**src/rtl/core/cdod_ram.sv**
```systemverilog
// generic single-write, single-read ram with registered read data
module cdod_ram #(
  parameter int WIDTH = 8,
  parameter int DEPTH = 16
) (
  input  logic                     clk,
  input  logic                     we,
  input  logic [$clog2(DEPTH)-1:0] waddr,
  input  logic [WIDTH-1:0]         wdata,
  input  logic [$clog2(DEPTH)-1:0] raddr,
  output logic [WIDTH-1:0]         rdata
);

  logic [WIDTH-1:0] mem [DEPTH];

  // write port and registered read port
  always_ff @(posedge clk) begin
    if (we) begin
      mem[waddr] <= wdata;
    end
    rdata <= mem[raddr];
  end

endmodule

```
**config.mk**
```make
export PLATFORM = sky130hd
export DESIGN_NAME = cdod_ram
export DESIGN_NICKNAME = d
export VERILOG_FILES = /design/src/rtl/core/cdod_ram.sv
export SDC_FILE = /design/constraint.sdc
export NUM_CORES = 1
export LEC_CHECK = 0
export ABC_AREA = 1
export BUFFER_PORTS_ARGS = -buffer_cell sky130_fd_sc_hd__buf_2
export CORE_MARGIN = 8
export CORE_UTILIZATION = 48
export CTS_BUF_LIST = sky130_fd_sc_hd__clkbuf_8
export DETAILED_ROUTE_END_ITERATION = 10
export MAX_ROUTING_LAYER = met4
export SLEW_MARGIN = 20
export SYNTH_ARGS = -nofsm -noshare
export SYNTH_HDL_FRONTEND = slang
export SYNTH_SLANG_ARGS = --single-unit
```
**constraint.sdc**
```tcl
create_clock -name clk -period 1.4 [get_ports clk]
set_input_delay 0.14 -clock clk [delete_from_list [all_inputs] [get_ports clk]]
set_output_delay 0.14 -clock clk [all_outputs]
set_load 0.03 [all_outputs]
```
# Yosys cells after proc, flatten, opt, wreduce, memory -nomap -nowiden
# Memory sizes are Yosys's and may differ from the RTL's. A register that Yosys moved wholly into a read port is not among the register bits.
# Index checks and enable logic that the tools add are counted.
op_classes:
  n_mux: 2
op_table:
  columns: ["op", "n"]
  rows:
  - ["1-bit 2-to-1 mux", 2]
word_totals:
  register_bits: 0
  mem_bits_rw: 128
  in_bits: 18
  out_inout_bits: 8
  n_memories: 1
mem_list:
  columns: ["name", "words", "word_bits", "read_ports", "rd_ports_with_merged_regs", "write_ports", "line", "source"]
  rows:
  - ["mem", 16, 8, 1, 1, 1, "14", "logic [WIDTH-1:0] mem [DEPTH];"]

# Logic depth before layout (Yosys ltp)
# Gate-level depths: netlist of run 1.
depth:
  ltp_word: 2
  depth_mapped: 8

# Worst setup path before layout of run 1
# No wires, ideal clock.
synth_path:
  path_kind: "input to register"
  start: "input waddr[2]"
  end: "memory mem[10][0] (enable)"
  setup_ps: 370
  arrival_ps: 721
  t_required_ps: 1030
  slack_ps: 309
  cell_stages: 2
  path_buffers: 0
  cell_sequence: "nand3b_1 -> nor2_1"
synth_rtl:
  columns: ["element", "line", "source"]
  rows:
  - ["start: declaration", "8", "input logic [$clog2(DEPTH)-1:0] waddr,"]
  - ["end: declaration", "14", null]
# No word-level cell before the write port.

# Worst setup path after layout of run 1
layout_path:
  start: "register rdata[4] (read register of mem)"
  end: "output rdata[4]"
layout_rtl:
  columns: ["element", "line", "source"]
  rows:
  - ["start: declaration", "11", "output logic [WIDTH-1:0] rdata"]
# No word-level cell between the ends.

==> flow_summary.html, run 1 <==
<table>
<tr><th>Metric</th><th>Value</th></tr>
<tr><th colspan="2">Run status</th></tr>
<tr><td>Result of the run</td><td>finished, final reports clean</td></tr>
<tr><th colspan="2">Die</th></tr>
<tr><td>Ports placed on the boundary</td><td>26</td></tr>
<tr><td>Die Area</td><td>15800 sq um</td></tr>
<tr><td>FP Rows</td><td>40</td></tr>
<tr><td>Height of the chip</td><td>126 um</td></tr>
<tr><td>Starting density of the core</td><td>0.486</td></tr>
<tr><td>Core Region</td><td>11900 sq um</td></tr>
<tr><td>Chip Width</td><td>126 um</td></tr>
<tr><th colspan="2">Job</th></tr>
<tr><td>Number of max-capacitance violations reported</td><td>0</td></tr>
<tr><th colspan="2">GRT</th></tr>
<tr><td>Grt met1 use</td><td>0.204</td></tr>
<tr><td>GR Util met2</td><td>0.264</td></tr>
<tr><td>Wire length of the first global-routing pass</td><td>19600 um</td></tr>
<tr><td>Initial antenna violation count</td><td>0</td></tr>
<tr><td>Most used routing layer</td><td>met2</td></tr>
<tr><td>Number of global-route vias before repair</td><td>3633</td></tr>
<tr><td>Met3 global-route usage</td><td>0.0371</td></tr>
<tr><td>GRT Resource Usage Total</td><td>0.165</td></tr>
<tr><td>Maximum number of pins on one net before global-route repair</td><td>36</td></tr>
<tr><td>Global-route congestion overflow total</td><td>0</td></tr>
<tr><th colspan="2">Detailed routing</th></tr>
<tr><td>WL per Instance</td><td>15.9 um</td></tr>
<tr><td>TritonRoute pass-1 iters</td><td>5</td></tr>
<tr><td>Post-DRT Antenna Nets</td><td>0</td></tr>
<tr><td>DR vias</td><td>3713</td></tr>
<tr><td>Post-Route WL</td><td>12000 um</td></tr>
<tr><td>DRC Markers</td><td>0</td></tr>
<tr><td>Detail-routed via count per cell</td><td>4.90</td></tr>
<tr><td>Iteration-0 DRC Markers</td><td>390</td></tr>
<tr><th colspan="2">Synthesis</th></tr>
<tr><td>Top-area cell type share of the netlist area</td><td>0.667</td></tr>
<tr><td>Cell area after synthesis</td><td>5770 sq um</td></tr>
<tr><td>Area fraction in compound gates after synthesis</td><td>0</td></tr>
<tr><td>Post-synthesis adder-cell area fraction</td><td>0</td></tr>
<tr><td>Share of synthesized area occupied by flip-flops and latches</td><td>0.694</td></tr>
<tr><td>Unique masters post-synth</td><td>12</td></tr>
<tr><td>FF+latch count, synth</td><td>136</td></tr>
<tr><td>Simple-gate share of the synthesized area</td><td>0.210</td></tr>
<tr><td>Main area contributors after synthesis</td><td>sky130_fd_sc_hd__edfxtp_1 67%, sky130_fd_sc_hd__nand2_1 11%, sky130_fd_sc_hd__nand3_1 8.4%, sky130_fd_sc_hd__inv_1 6.5%, sky130_fd_sc_hd__dfxtp_1 2.8%</td></tr>
<tr><td>Combinational family with the most area after synthesis</td><td>simple AND/OR/NAND/NOR gates</td></tr>
<tr><td>Largest area contributor in the synthesized netlist</td><td>sky130_fd_sc_hd__edfxtp_1</td></tr>
<tr><td>Synth warnings</td><td>0</td></tr>
<tr><td>Number of instances in the synthesized netlist</td><td>551</td></tr>
<tr><td>Area share of xor/xnor cells in the synthesized design</td><td>0</td></tr>
<tr><td>Multiplexer fraction of the synthesized cell area</td><td>0</td></tr>
<tr><td>Mapped Nets</td><td>569</td></tr>
<tr><td>Average cell area after synthesis</td><td>10.5 sq um</td></tr>
<tr><th colspan="2">Pwr</th></tr>
<tr><td>Net switching component of the power</td><td>0.00189 W</td></tr>
<tr><td>Power per cell area</td><td>1320 nW/um^2</td></tr>
<tr><td>Sequential power share</td><td>0.525</td></tr>
<tr><td>Cell Int Power</td><td>0.00682 W</td></tr>
<tr><td>Clock power share</td><td>0.406</td></tr>
<tr><td>Part of the power in combinational logic</td><td>0.069</td></tr>
<tr><td>Switching fraction of total power</td><td>0.217</td></tr>
<tr><td>Cell leakage power</td><td>2.89 nW</td></tr>
<tr><td>Worst VDD drop</td><td>0.722 mV</td></tr>
<tr><th colspan="2">STA</th></tr>
<tr><td>Portion of the clock cycle consumed by the worst path in the final layout</td><td>0.810</td></tr>
<tr><td>Worst slew margin relative to its limit</td><td>0.760</td></tr>
<tr><td>Total negative slack for setup checks</td><td>0 ps</td></tr>
<tr><td>Number of failing setup endpoints in the final timing report</td><td>0</td></tr>
<tr><td>Worst Clk Skew</td><td>8.52 ps</td></tr>
<tr><td>Final worst path period need</td><td>1130 ps</td></tr>
<tr><td>Final Max Tran Viols</td><td>0</td></tr>
<tr><td>RSZ-0062 raised after global routing</td><td>false</td></tr>
<tr><td>Fmax</td><td>0.881 GHz</td></tr>
<tr><td>Final count of hold timing violations</td><td>0</td></tr>
<tr><td>Measured slew at the worst slew-check pin</td><td>361 ps</td></tr>
<tr><th colspan="2">Worst setup path</th></tr>
<tr><td>Type of the worst setup path</td><td>flip-flop to output port</td></tr>
<tr><td>Critical path buffers and inverters</td><td>1</td></tr>
<tr><td>Category of cells accounting for the largest share of critical-path delay</td><td>flip-flops</td></tr>
<tr><td>Source of the worst register-to-register timing path</td><td>mem[4][7]$_DFFE_PP_</td></tr>
<tr><td>CP Launch Point</td><td>rdata[4]$_DFF_P_</td></tr>
<tr><td>CP peak stage delay</td><td>360 ps</td></tr>
<tr><td>Setup slack, reg-to-reg</td><td>440 ps</td></tr>
<tr><td>Crit path to</td><td>rdata[4]</td></tr>
<tr><td>Required @ worst endpoint</td><td>1260 ps</td></tr>
<tr><td>Data arrival time of the worst path</td><td>990 ps</td></tr>
<tr><td>Critical Path End Type</td><td>output port</td></tr>
<tr><td>Number of cells on the critical path</td><td>1</td></tr>
<tr><td>Startpoint kind of the worst setup timing path</td><td>flip-flop</td></tr>
<tr><td>Maximum net fanout on the critical path</td><td>1</td></tr>
<tr><td>Worst-path cell with the longest stage delay</td><td>sky130_fd_sc_hd__dfxtp_1</td></tr>
<tr><td>Worst reg2reg path depth</td><td>6</td></tr>
<tr><td>Endpoint of the worst register-to-register path</td><td>rdata[7]$_DFF_P_</td></tr>
<tr><td>CP cell instances</td><td>buf_2</td></tr>
<tr><th colspan="2">Clock tree</th></tr>
<tr><td>Buffer count from post-CTS setup fixing</td><td>0</td></tr>
<tr><td>Clock H-tree levels</td><td>4</td></tr>
<tr><td>Number of buffers inserted by hold repair at cts</td><td>0</td></tr>
<tr><td>Clk Tree Root Cell</td><td>sky130_fd_sc_hd__clkbuf_8</td></tr>
<tr><td>Number of resized instances in the post-cts repair step</td><td>0</td></tr>
<tr><td>Number of buffers added by the clock tree synthesis step</td><td>17</td></tr>
<tr><td>Buffers from clock root to sink, at most</td><td>2</td></tr>
<tr><td>Clock-pin slew on the worst setup and hold paths</td><td>80 ps</td></tr>
<tr><td>Insertion delay of the later-clocked pin in the worst-skew pair</td><td>430 ps</td></tr>
<tr><td>CTS sink cnt</td><td>136</td></tr>
<tr><td>TritonCTS clock tree</td><td>yes</td></tr>
<tr><th colspan="2">Placement</th></tr>
<tr><td>Total instance count after detailed placement</td><td>725</td></tr>
<tr><td>RePlAce Congestion</td><td>0.821</td></tr>
<tr><td>HPWL after detailed placement</td><td>7760 um</td></tr>
<tr><td>Placed Instance Area</td><td>6140 sq um</td></tr>
<tr><td>IO buf count</td><td>25</td></tr>
<tr><th colspan="2">Cells and area</th></tr>
<tr><td>Number of filler cells placed in the layout</td><td>1015</td></tr>
<tr><td>Layout cell share with drive strength beyond 1</td><td>0.134</td></tr>
<tr><td>Diodes inserted</td><td>0</td></tr>
<tr><td>Post-route non-filler standard cell count</td><td>757</td></tr>
<tr><td>Final Instance Area</td><td>6590 sq um</td></tr>
<tr><td>Number of nets at the end of the flow</td><td>615</td></tr>
<tr><td>Post-route core utilization</td><td>0.555</td></tr>
<tr><td>Area growth from synthesis to layout</td><td>14.2%</td></tr>
<tr><th colspan="2">Worst hold path</th></tr>
<tr><td>Worst hold path depth</td><td>1</td></tr>
<tr><td>Worst hold path type</td><td>primary input to flip-flop</td></tr>
</table>
metrics by stage:
step / power [W] / hold WS (ps) / setup slack (ps)
floorplan: 0.00503 / 239 / 309
global placement: 0.00525 / 527 / 180
detailed placement: 0.00526 / 543 / 155
CTS: 0.00877 / 80.6 / 247
global route: 0.00900 / 81.2 / 211
finish: 0.00871 / 98.8 / 266
flip-flops by register name, summed over array words and instances (netlist names):
register and flops:
mem 128, rdata 8
placed cells by master, fill, tap and decap left out:
cell type,instances
sky130_fd_sc_hd__buf_12,3
sky130_fd_sc_hd__nand3b_1,2
sky130_fd_sc_hd__clkbuf_8,17
sky130_fd_sc_hd__inv_2,2
sky130_fd_sc_hd__nor2_1,17
sky130_fd_sc_hd__bufinv_16,5
sky130_fd_sc_hd__clkinvlp_4,1
sky130_fd_sc_hd__edfxtp_1,128
sky130_fd_sc_hd__clkinv_2,3
sky130_fd_sc_hd__buf_4,23
sky130_fd_sc_hd__clkinv_1,1
sky130_fd_sc_hd__clkinv_4,3
sky130_fd_sc_hd__dfxtp_1,8
sky130_fd_sc_hd__buf_2,25
sky130_fd_sc_hd__inv_1,102
sky130_fd_sc_hd__nand2_1,173
sky130_fd_sc_hd__nand3_1,97
Yosys cell counts (all sizes together):
cell type    n
dfxtp        8
nor2        17
nand3       97
edfxtp     128
buf         24
nand3b       2
nand2      173
inv        102
how the worst min path moves through the flow:
stage               startpoint                   end  slack [ps]
floorplan             wdata[0]   mem[0][0]$_DFFE_PP_         240
global placement      raddr[3]      rdata[5]$_DFF_P_         530
detailed placement    wdata[5]   mem[0][5]$_DFFE_PP_         540
CTS                   wdata[5]   mem[9][5]$_DFFE_PP_          80
global route          wdata[5]  mem[10][5]$_DFFE_PP_          80
finish                wdata[5]  mem[10][5]$_DFFE_PP_         100
cells by family after synthesis:
kind of cell	after synthesis
simple gates	289
flops	136
buf+inv	126
power by group through the flow:
stage / logic, W / clock network, W / registers (W)
5_1_grt: 0.000664 / 0.00375 / 0.00458
3_5_place_dp: 0.000598 / 0 / 0.00466
4_1_cts: 0.000602 / 0.00359 / 0.00457
2_1_floorplan: 0.000321 / 0 / 0.00471
6_report: 0.000597 / 0.00354 / 0.00457
3_3_place_gp: 0.000587 / 0 / 0.00466
per-layer routing:
metal  up-vias  share of wire
met5         -              0
met4         0          0.012
met3        12          0.049
met2       110           0.49
met1      1726           0.45
li1       1865              -
cell type report:
class,instances,area (sq um),area share
sequential,136,4000,0.608
multi-input combinational,289,1210,0.184
timing repair buffer,51,358,0.0543
clock inverter,15,210,0.0319
clock buffer,17,234,0.0355
tap,147,184,0.0279
inverter,102,383,0.0581
Power figures use the tool's default switching activity.
==> run 2: changes to the inputs <==
Settings changed: PLACE_DENSITY set to 0.67.
Clock period 1.4 ns to 1 ns, I/O delays scaled along.
==> flow_summary.html, run 2 (synthesis gave the netlist of run 1 again) <==
<table>
<tr><th>Metric</th><th>Value</th></tr>
<tr><th colspan="2">Placement</th></tr>
<tr><td>RePlAce Congestion</td><td>0.871 (+6.0%)</td></tr>
<tr><td>Total instance count after detailed placement</td><td>728 (+0.41%)</td></tr>
<tr><td>IO buf count</td><td>25 (unchanged)</td></tr>
<tr><td>HPWL after detailed placement</td><td>8090 um (+4.1%)</td></tr>
<tr><th colspan="2">GRT</th></tr>
<tr><td>Initial antenna violation count</td><td>0 (unchanged)</td></tr>
<tr><td>Global-route congestion overflow total</td><td>0 (unchanged)</td></tr>
<tr><td>Maximum number of pins on one net before global-route repair</td><td>46 (+28%)</td></tr>
<tr><td>GRT Resource Usage Total</td><td>0.171 (+0.00604)</td></tr>
<tr><td>Wire length of the first global-routing pass</td><td>19800 um (+1.3%)</td></tr>
<tr><td>Number of global-route vias before repair</td><td>3653 (+0.55%)</td></tr>
<tr><th colspan="2">STA</th></tr>
<tr><td>Measured slew at the worst slew-check pin</td><td>370 ps (+9.12 ps)</td></tr>
<tr><td>Final setup slack of the worst path</td><td>-15.7 ps (-281 ps)</td></tr>
<tr><td>RSZ-0062 raised after global routing</td><td>true</td></tr>
<tr><td>Worst slew margin relative to its limit</td><td>0.753 (-0.00608)</td></tr>
<tr><td>Worst Clk Skew</td><td>7.04 ps (-1.48 ps)</td></tr>
<tr><td>Final Max Tran Viols</td><td>0 (unchanged)</td></tr>
<tr><td>Fmax</td><td>0.985 GHz</td></tr>
<tr><td>Final worst path period need</td><td>1020 ps</td></tr>
<tr><td>Portion of the clock cycle consumed by the worst path in the final layout</td><td>1.02</td></tr>
<tr><td>Number of failing setup endpoints in the final timing report</td><td>1 (+1)</td></tr>
<tr><td>Final count of hold timing violations</td><td>0 (unchanged)</td></tr>
<tr><th colspan="2">Cells and area</th></tr>
<tr><td>Registers with the highest flip-flop counts</td><td>mem (128), rdata (8)</td></tr>
<tr><td>Layout cell share with drive strength beyond 1</td><td>0.196 (+0.0613)</td></tr>
<tr><td>Post-route non-filler standard cell count</td><td>760 (+0.40%)</td></tr>
<tr><td>Most common cell after layout, fill and taps aside</td><td>sky130_fd_sc_hd__nand2_1</td></tr>
<tr><td>Most used cells in the layout excluding fill and tap cells</td><td>173 x sky130_fd_sc_hd__nand2_1, 128 x sky130_fd_sc_hd__edfxtp_1, 103 x sky130_fd_sc_hd__inv_1</td></tr>
<tr><td>Diodes inserted</td><td>0 (unchanged)</td></tr>
<tr><td>Number of filler cells placed in the layout</td><td>970 (-4.4%)</td></tr>
<tr><td>Largest register FFs</td><td>128 (unchanged)</td></tr>
<tr><td>Number of nets at the end of the flow</td><td>618 (+0.49%)</td></tr>
<tr><td>Area growth from synthesis to layout</td><td>17.9%</td></tr>
<tr><td>Post-route core utilization</td><td>0.573 (+0.0181)</td></tr>
<tr><td>Top reg by flops</td><td>mem</td></tr>
<tr><th colspan="2">Clock tree</th></tr>
<tr><td>CTS sink cnt</td><td>136 (unchanged)</td></tr>
<tr><td>Buffers from clock root to sink, at most</td><td>2 (unchanged)</td></tr>
<tr><td>TritonCTS clock tree</td><td>yes</td></tr>
<tr><td>Number of buffers inserted by hold repair at cts</td><td>0 (unchanged)</td></tr>
<tr><td>Insertion delay of the later-clocked pin in the worst-skew pair</td><td>440 ps (about the same)</td></tr>
<tr><td>Buffer count from post-CTS setup fixing</td><td>0 (unchanged)</td></tr>
<tr><td>Clock H-tree levels</td><td>4 (unchanged)</td></tr>
<tr><td>Clk Tree Root Cell</td><td>sky130_fd_sc_hd__clkbuf_8</td></tr>
<tr><td>Number of buffers added by the clock tree synthesis step</td><td>17 (unchanged)</td></tr>
<tr><td>Clock-pin slew on the worst setup and hold paths</td><td>70 ps (about the same)</td></tr>
<tr><th colspan="2">Run status</th></tr>
<tr><td>Failing checks</td><td>negative setup slack</td></tr>
<tr><td>Result of the run</td><td>finished, violations left</td></tr>
<tr><th colspan="2">Worst setup path</th></tr>
<tr><td>Critical Path End Type</td><td>output port</td></tr>
<tr><td>Critical path buffers and inverters</td><td>1 (unchanged)</td></tr>
<tr><td>Startpoint kind of the worst setup timing path</td><td>flip-flop</td></tr>
<tr><td>Maximum net fanout on the critical path</td><td>1 (unchanged)</td></tr>
<tr><td>Category of cells accounting for the largest share of critical-path delay</td><td>flip-flops</td></tr>
<tr><td>Data arrival time of the worst path</td><td>920 ps (-70 ps)</td></tr>
<tr><td>CP cell instances</td><td>buf_6</td></tr>
<tr><td>Worst-path cell with the longest stage delay</td><td>sky130_fd_sc_hd__dfxtp_2</td></tr>
<tr><td>Required @ worst endpoint</td><td>900 ps (-360 ps)</td></tr>
<tr><td>Type of the worst setup path</td><td>flip-flop to output port</td></tr>
<tr><td>CP peak stage delay</td><td>350 ps (about the same)</td></tr>
<tr><th colspan="2">Worst hold path</th></tr>
<tr><td>Worst hold path type</td><td>primary input to flip-flop</td></tr>
<tr><th colspan="2">Detailed routing</th></tr>
<tr><td>DR vias</td><td>3843 (+3.5%)</td></tr>
<tr><td>Post-DRT Antenna Nets</td><td>0 (unchanged)</td></tr>
<tr><td>Detail-routed via count per cell</td><td>5.06 (+3.1%)</td></tr>
<tr><td>WL per Instance</td><td>16.5 um (+4.0%)</td></tr>
<tr><td>DRC Markers</td><td>0 (unchanged)</td></tr>
<tr><td>TritonRoute pass-1 iters</td><td>5 (unchanged)</td></tr>
<tr><td>Post-Route WL</td><td>12500 um (+4.4%)</td></tr>
<tr><td>Iteration-0 DRC Markers</td><td>390 (unchanged)</td></tr>
<tr><th colspan="2">Die</th></tr>
<tr><td>Height of the chip</td><td>126 um (unchanged)</td></tr>
<tr><td>Starting density of the core</td><td>0.486 (unchanged)</td></tr>
<tr><td>Die Area</td><td>15800 sq um (unchanged)</td></tr>
<tr><td>Ports placed on the boundary</td><td>26 (unchanged)</td></tr>
<tr><td>FP Rows</td><td>40 (unchanged)</td></tr>
<tr><td>Chip Width</td><td>126 um (unchanged)</td></tr>
<tr><td>Core Region</td><td>11900 sq um (unchanged)</td></tr>
<tr><th colspan="2">Pwr</th></tr>
<tr><td>Total Power</td><td>0.0117 W (+35%)</td></tr>
<tr><td>Power per cell area</td><td>1720 nW/um^2 (+30%)</td></tr>
<tr><td>Cell leakage power</td><td>2.97 nW (+2.6%)</td></tr>
<tr><td>Worst VDD drop</td><td>0.807 mV (+12%)</td></tr>
<tr><th colspan="2">Job</th></tr>
<tr><td>Number of max-capacitance violations reported</td><td>0 (unchanged)</td></tr>
</table>
## run 2: final timing paths
path / slack, ps / endpoint / start / cells after the start
max: -20 / rdata[6] / rdata[6]$_DFF_P_ / 1
min: 80 / mem[10][5]$_DFFE_PP_ / wdata[5] / 1
max reg2reg: 50 / rdata[1]$_DFF_P_ / mem[15][1]$_DFFE_PP_ / 6
min reg2reg: 680 / rdata[6]$_DFF_P_ / mem[10][6]$_DFFE_PP_ / 6
## run 2: per-layer routing
| layer | GRT usage | wire length, um | vias to the layer above |
|---|---|---|---|
| met5 | - | 0 | - |
| met4 | 0.0781 | 333 | 0 |
| met1 | 0.224 | 5570 | 1791 |
| li1 | - | - | 1871 |
| met3 | 0.0392 | 948 | 21 |
| met2 | 0.250 | 5700 | 160 |
## run 2: area by class of cell
type | instances | area, sq um | share of cell area
clock inverters | 12 | 111 | 0.0164
repair buffers | 54 | 493 | 0.0725
multi-input cells | 289 | 1340 | 0.197
inverters | 102 | 383 | 0.0563
clock buffers | 20 | 275 | 0.0405
flip-flops and latches | 136 | 4010 | 0.590
well taps | 147 | 184 | 0.0270
## run 2: through the flow
stage	hold slack, ps	setup WS, ps	cell area [sq um]	TNS (ps)
final	82.1	-15.7	6800	-15.7
after global placement	525	-138	6230	-8950
after global routing	66.5	-58.1	6800	-287
after CTS	69.5	-36.0	6690	-79.3
after floorplan	199	-50.8	5770	-4120
after detailed placement	520	-186	6230	-9870
## run 2: repair_timing
action | CTS | global route
pin swaps | 0 | 4
setup endpoints to repair | 9 | 16
gates resized for setup | 25 | 23
## run 2: where the power goes
part           total [W]  switching, W  leakage [nW]  internal, W
Sequential       0.00642     0.0000471          1.22      0.00637
Clock            0.00433       0.00197         0.208      0.00236
Combinational   0.000976      0.000641          1.54     0.000335
==> run 3: changes to the inputs <==
==> constraint.sdc (replaced) <==
create_clock -name clk -period 0.9 [get_ports clk]
set_input_delay 0.045 -clock clk [delete_from_list [all_inputs] [get_ports clk]]
set_output_delay 0.045 -clock clk [all_outputs]
set_load 0.03 [all_outputs]
==> flow_summary.html, run 3 (synthesis gave the netlist of run 1 again) <==
<table>
<tr><th>Metric</th><th>Value</th></tr>
<tr><th colspan="2">Worst setup path</th></tr>
<tr><td>Data arrival time of the worst path</td><td>930 ps (about the same)</td></tr>
<tr><td>Critical path buffers and inverters</td><td>1 (unchanged)</td></tr>
<tr><td>CP peak stage delay</td><td>360 ps (about the same)</td></tr>
<tr><td>CP cell instances</td><td>buf_6</td></tr>
<tr><td>Category of cells accounting for the largest share of critical-path delay</td><td>flip-flops</td></tr>
<tr><td>Type of the worst setup path</td><td>flip-flop to output port</td></tr>
<tr><td>Required @ worst endpoint</td><td>850 ps (-50 ps)</td></tr>
<tr><td>Critical Path End Type</td><td>output port</td></tr>
<tr><td>Maximum net fanout on the critical path</td><td>1 (unchanged)</td></tr>
<tr><td>Worst-path cell with the longest stage delay</td><td>sky130_fd_sc_hd__dfxtp_2</td></tr>
<tr><td>Startpoint kind of the worst setup timing path</td><td>flip-flop</td></tr>
<tr><th colspan="2">Worst hold path</th></tr>
<tr><td>Worst hold path type</td><td>primary input to flip-flop</td></tr>
<tr><th colspan="2">Pwr</th></tr>
<tr><td>Total Power</td><td>0.0143 W (+22%)</td></tr>
<tr><td>Clock power share</td><td>0.419 (+0.050)</td></tr>
<tr><td>Sequential power share</td><td>0.499 (-0.049)</td></tr>
<tr><td>Worst VDD drop</td><td>1.15 mV (+43%)</td></tr>
<tr><td>Part of the power in combinational logic</td><td>0.082 (about the same)</td></tr>
<tr><td>Cell Int Power</td><td>0.0112 W (+23%)</td></tr>
<tr><td>Power per cell area</td><td>2010 nW/um^2 (+17%)</td></tr>
<tr><td>Net switching component of the power</td><td>0.00311 W (+17%)</td></tr>
<tr><td>Cell leakage power</td><td>3.08 nW (+3.9%)</td></tr>
<tr><td>Switching fraction of total power</td><td>0.218 (-0.00904)</td></tr>
<tr><th colspan="2">GRT</th></tr>
<tr><td>Global-route congestion overflow total</td><td>0 (unchanged)</td></tr>
<tr><td>Wire length of the first global-routing pass</td><td>21400 um (+8.1%)</td></tr>
<tr><td>Initial antenna violation count</td><td>0 (unchanged)</td></tr>
<tr><td>GRT Resource Usage Total</td><td>0.184 (+0.0132)</td></tr>
<tr><td>Maximum number of pins on one net before global-route repair</td><td>65 (+41%)</td></tr>
<tr><td>Number of global-route vias before repair</td><td>3922 (+7.4%)</td></tr>
<tr><th colspan="2">Clock tree</th></tr>
<tr><td>Buffer count from post-CTS setup fixing</td><td>0 (unchanged)</td></tr>
<tr><td>Clk Tree Root Cell</td><td>sky130_fd_sc_hd__clkbuf_8</td></tr>
<tr><td>Insertion delay of the later-clocked pin in the worst-skew pair</td><td>440 ps (about the same)</td></tr>
<tr><td>Clock H-tree levels</td><td>4 (unchanged)</td></tr>
<tr><td>Clock-pin slew on the worst setup and hold paths</td><td>80 ps (about the same)</td></tr>
<tr><td>CTS sink cnt</td><td>136 (unchanged)</td></tr>
<tr><td>TritonCTS clock tree</td><td>yes</td></tr>
<tr><td>Buffers from clock root to sink, at most</td><td>2 (unchanged)</td></tr>
<tr><td>Number of buffers added by the clock tree synthesis step</td><td>17 (unchanged)</td></tr>
<tr><th colspan="2">Cells and area</th></tr>
<tr><td>Most used cells in the layout excluding fill and tap cells</td><td>166 x sky130_fd_sc_hd__nand2_1, 128 x sky130_fd_sc_hd__edfxtp_1, 98 x sky130_fd_sc_hd__inv_1</td></tr>
<tr><td>Layout cell share with drive strength beyond 1</td><td>0.268 (+0.0720)</td></tr>
<tr><td>Registers with the highest flip-flop counts</td><td>mem (128), rdata (8)</td></tr>
<tr><td>Area growth from synthesis to layout</td><td>23.2%</td></tr>
<tr><td>Most common cell after layout, fill and taps aside</td><td>sky130_fd_sc_hd__nand2_1</td></tr>
<tr><td>Diodes inserted</td><td>0 (unchanged)</td></tr>
<tr><td>Top reg by flops</td><td>mem</td></tr>
<tr><td>Largest register FFs</td><td>128 (unchanged)</td></tr>
<tr><td>Number of nets at the end of the flow</td><td>625 (+1.1%)</td></tr>
<tr><td>Number of filler cells placed in the layout</td><td>963 (-0.72%)</td></tr>
<tr><td>Post-route non-filler standard cell count</td><td>767 (+0.92%)</td></tr>
<tr><th colspan="2">Die</th></tr>
<tr><td>FP Rows</td><td>40 (unchanged)</td></tr>
<tr><td>Die Area</td><td>15800 sq um (unchanged)</td></tr>
<tr><td>Starting density of the core</td><td>0.486 (unchanged)</td></tr>
<tr><td>Ports placed on the boundary</td><td>26 (unchanged)</td></tr>
<tr><td>Core Region</td><td>11900 sq um (unchanged)</td></tr>
<tr><td>Chip Width</td><td>126 um (unchanged)</td></tr>
<tr><td>Height of the chip</td><td>126 um (unchanged)</td></tr>
<tr><th colspan="2">Job</th></tr>
<tr><td>Number of max-capacitance violations reported</td><td>0 (unchanged)</td></tr>
<tr><th colspan="2">Placement</th></tr>
<tr><td>RePlAce Congestion</td><td>0.835 (-4.1%)</td></tr>
<tr><td>Worst-case setup slack after placement</td><td>-247 ps (-61.5 ps)</td></tr>
<tr><td>IO buf count</td><td>25 (unchanged)</td></tr>
<tr><td>HPWL after detailed placement</td><td>8490 um (+4.9%)</td></tr>
<tr><td>Total instance count after detailed placement</td><td>733 (+0.69%)</td></tr>
<tr><th colspan="2">STA</th></tr>
<tr><td>Final setup slack of the worst path</td><td>-79.1 ps (-63.3 ps)</td></tr>
<tr><td>Final worst path period need</td><td>979 ps</td></tr>
<tr><td>Portion of the clock cycle consumed by the worst path in the final layout</td><td>1.09</td></tr>
<tr><td>Measured slew at the worst slew-check pin</td><td>407 ps (+37.2 ps)</td></tr>
<tr><td>Number of failing setup endpoints in the final timing report</td><td>16 (+15)</td></tr>
<tr><td>Final count of hold timing violations</td><td>0 (unchanged)</td></tr>
<tr><td>Worst hold-check slack</td><td>32.8 ps (-49.3 ps)</td></tr>
<tr><td>Worst slew margin relative to its limit</td><td>0.728 (-0.0251)</td></tr>
<tr><td>Worst Clk Skew</td><td>12.4 ps (+5.36 ps)</td></tr>
<tr><td>Final Max Tran Viols</td><td>0 (unchanged)</td></tr>
<tr><td>RSZ-0062 raised after global routing</td><td>true</td></tr>
<tr><td>Fmax</td><td>1.02 GHz</td></tr>
<tr><th colspan="2">Detailed routing</th></tr>
<tr><td>DRC Markers</td><td>0 (unchanged)</td></tr>
<tr><td>Iteration-0 DRC Markers</td><td>309 (-21%)</td></tr>
<tr><td>TritonRoute pass-1 iters</td><td>6 (+1)</td></tr>
<tr><td>WL per Instance</td><td>17.5 um (+6.3%)</td></tr>
<tr><td>DR vias</td><td>3869 (+0.68%)</td></tr>
<tr><td>Post-DRT Antenna Nets</td><td>0 (unchanged)</td></tr>
<tr><td>Post-Route WL</td><td>13500 um (+7.2%)</td></tr>
<tr><td>Detail-routed via count per cell</td><td>5.04 (-0.24%)</td></tr>
<tr><th colspan="2">Run status</th></tr>
<tr><td>Failing checks</td><td>negative setup slack</td></tr>
<tr><td>Result of the run</td><td>finished, violations left</td></tr>
</table>
run 3: cell types whose count changed in the layout (fill, tap and decap cells not counted), sizes merged:
cell	delta
clkinvlp	+1
clkinv	-2
bufinv	+4
clkbuf	-1
inv	-2
buf	+5
dlygate4sd3	+2
run 3: power groups by stage:
stage | sequential [W] | clock [W] | combinational [W]
CTS | 0.00714 | 0.00606 | 0.00114
global route | 0.00715 | 0.00632 | 0.00128
floorplan | 0.00733 | 0 | 0.000505
global placement | 0.00726 | 0 | 0.000994
finish | 0.00714 | 0.00600 | 0.00117
detailed placement | 0.00726 | 0 | 0.00101
run 3: what timing repair did:
action                     in CTS  in global routing
pin swaps                      43                 38
setup endpoints to repair      16                 16
hold endpoints to repair       17                  0
hold buffers                    2                  0
gates resized for setup        59                 25
run 3: layout make-up:
type | count | area (sq um) | share of cell area
sequential | 136 | 4010 | 0.565
timing repair buffer | 61 | 538 | 0.0758
tap | 147 | 184 | 0.0259
clock buffer | 19 | 262 | 0.0368
inverter | 102 | 383 | 0.0539
clock inverter | 13 | 225 | 0.0317
multi-input combinational | 289 | 1500 | 0.211
run 3: routing by layer:
layer  up-vias  global-route usage  routed length (um)
met5         -                   -                   0
met4         0              0.0695                 256
met3        20              0.0418                 808
met2       129               0.278                6330
met1      1839               0.239                6060
li1       1881                   -                   -
run 3: path summary, 6_finish.rpt:
| path | from | to | slack (ps) | cells after the start |
|---|---|---|---|---|
| max | rdata[3]$_DFF_P_ | rdata[3] | -80 | 1 |
| min | wdata[3] | mem[1][3]$_DFFE_PP_ | 30 | 1 |
| max reg2reg | mem[5][2]$_DFFE_PP_ | rdata[2]$_DFF_P_ | -30 | 6 |
| min reg2reg | mem[10][1]$_DFFE_PP_ | rdata[1]$_DFF_P_ | 700 | 6 |
run 3: stage by stage:
step            util  TNS, ps  cell area (sq um)
6_report       0.599     -537               7100
5_1_grt        0.599    -1290               7100
4_1_cts        0.590     -701               7000
3_5_place_dp   0.528   -16040               6270
3_3_place_gp   0.528   -13310               6270
2_1_floorplan      -    -7640               5780
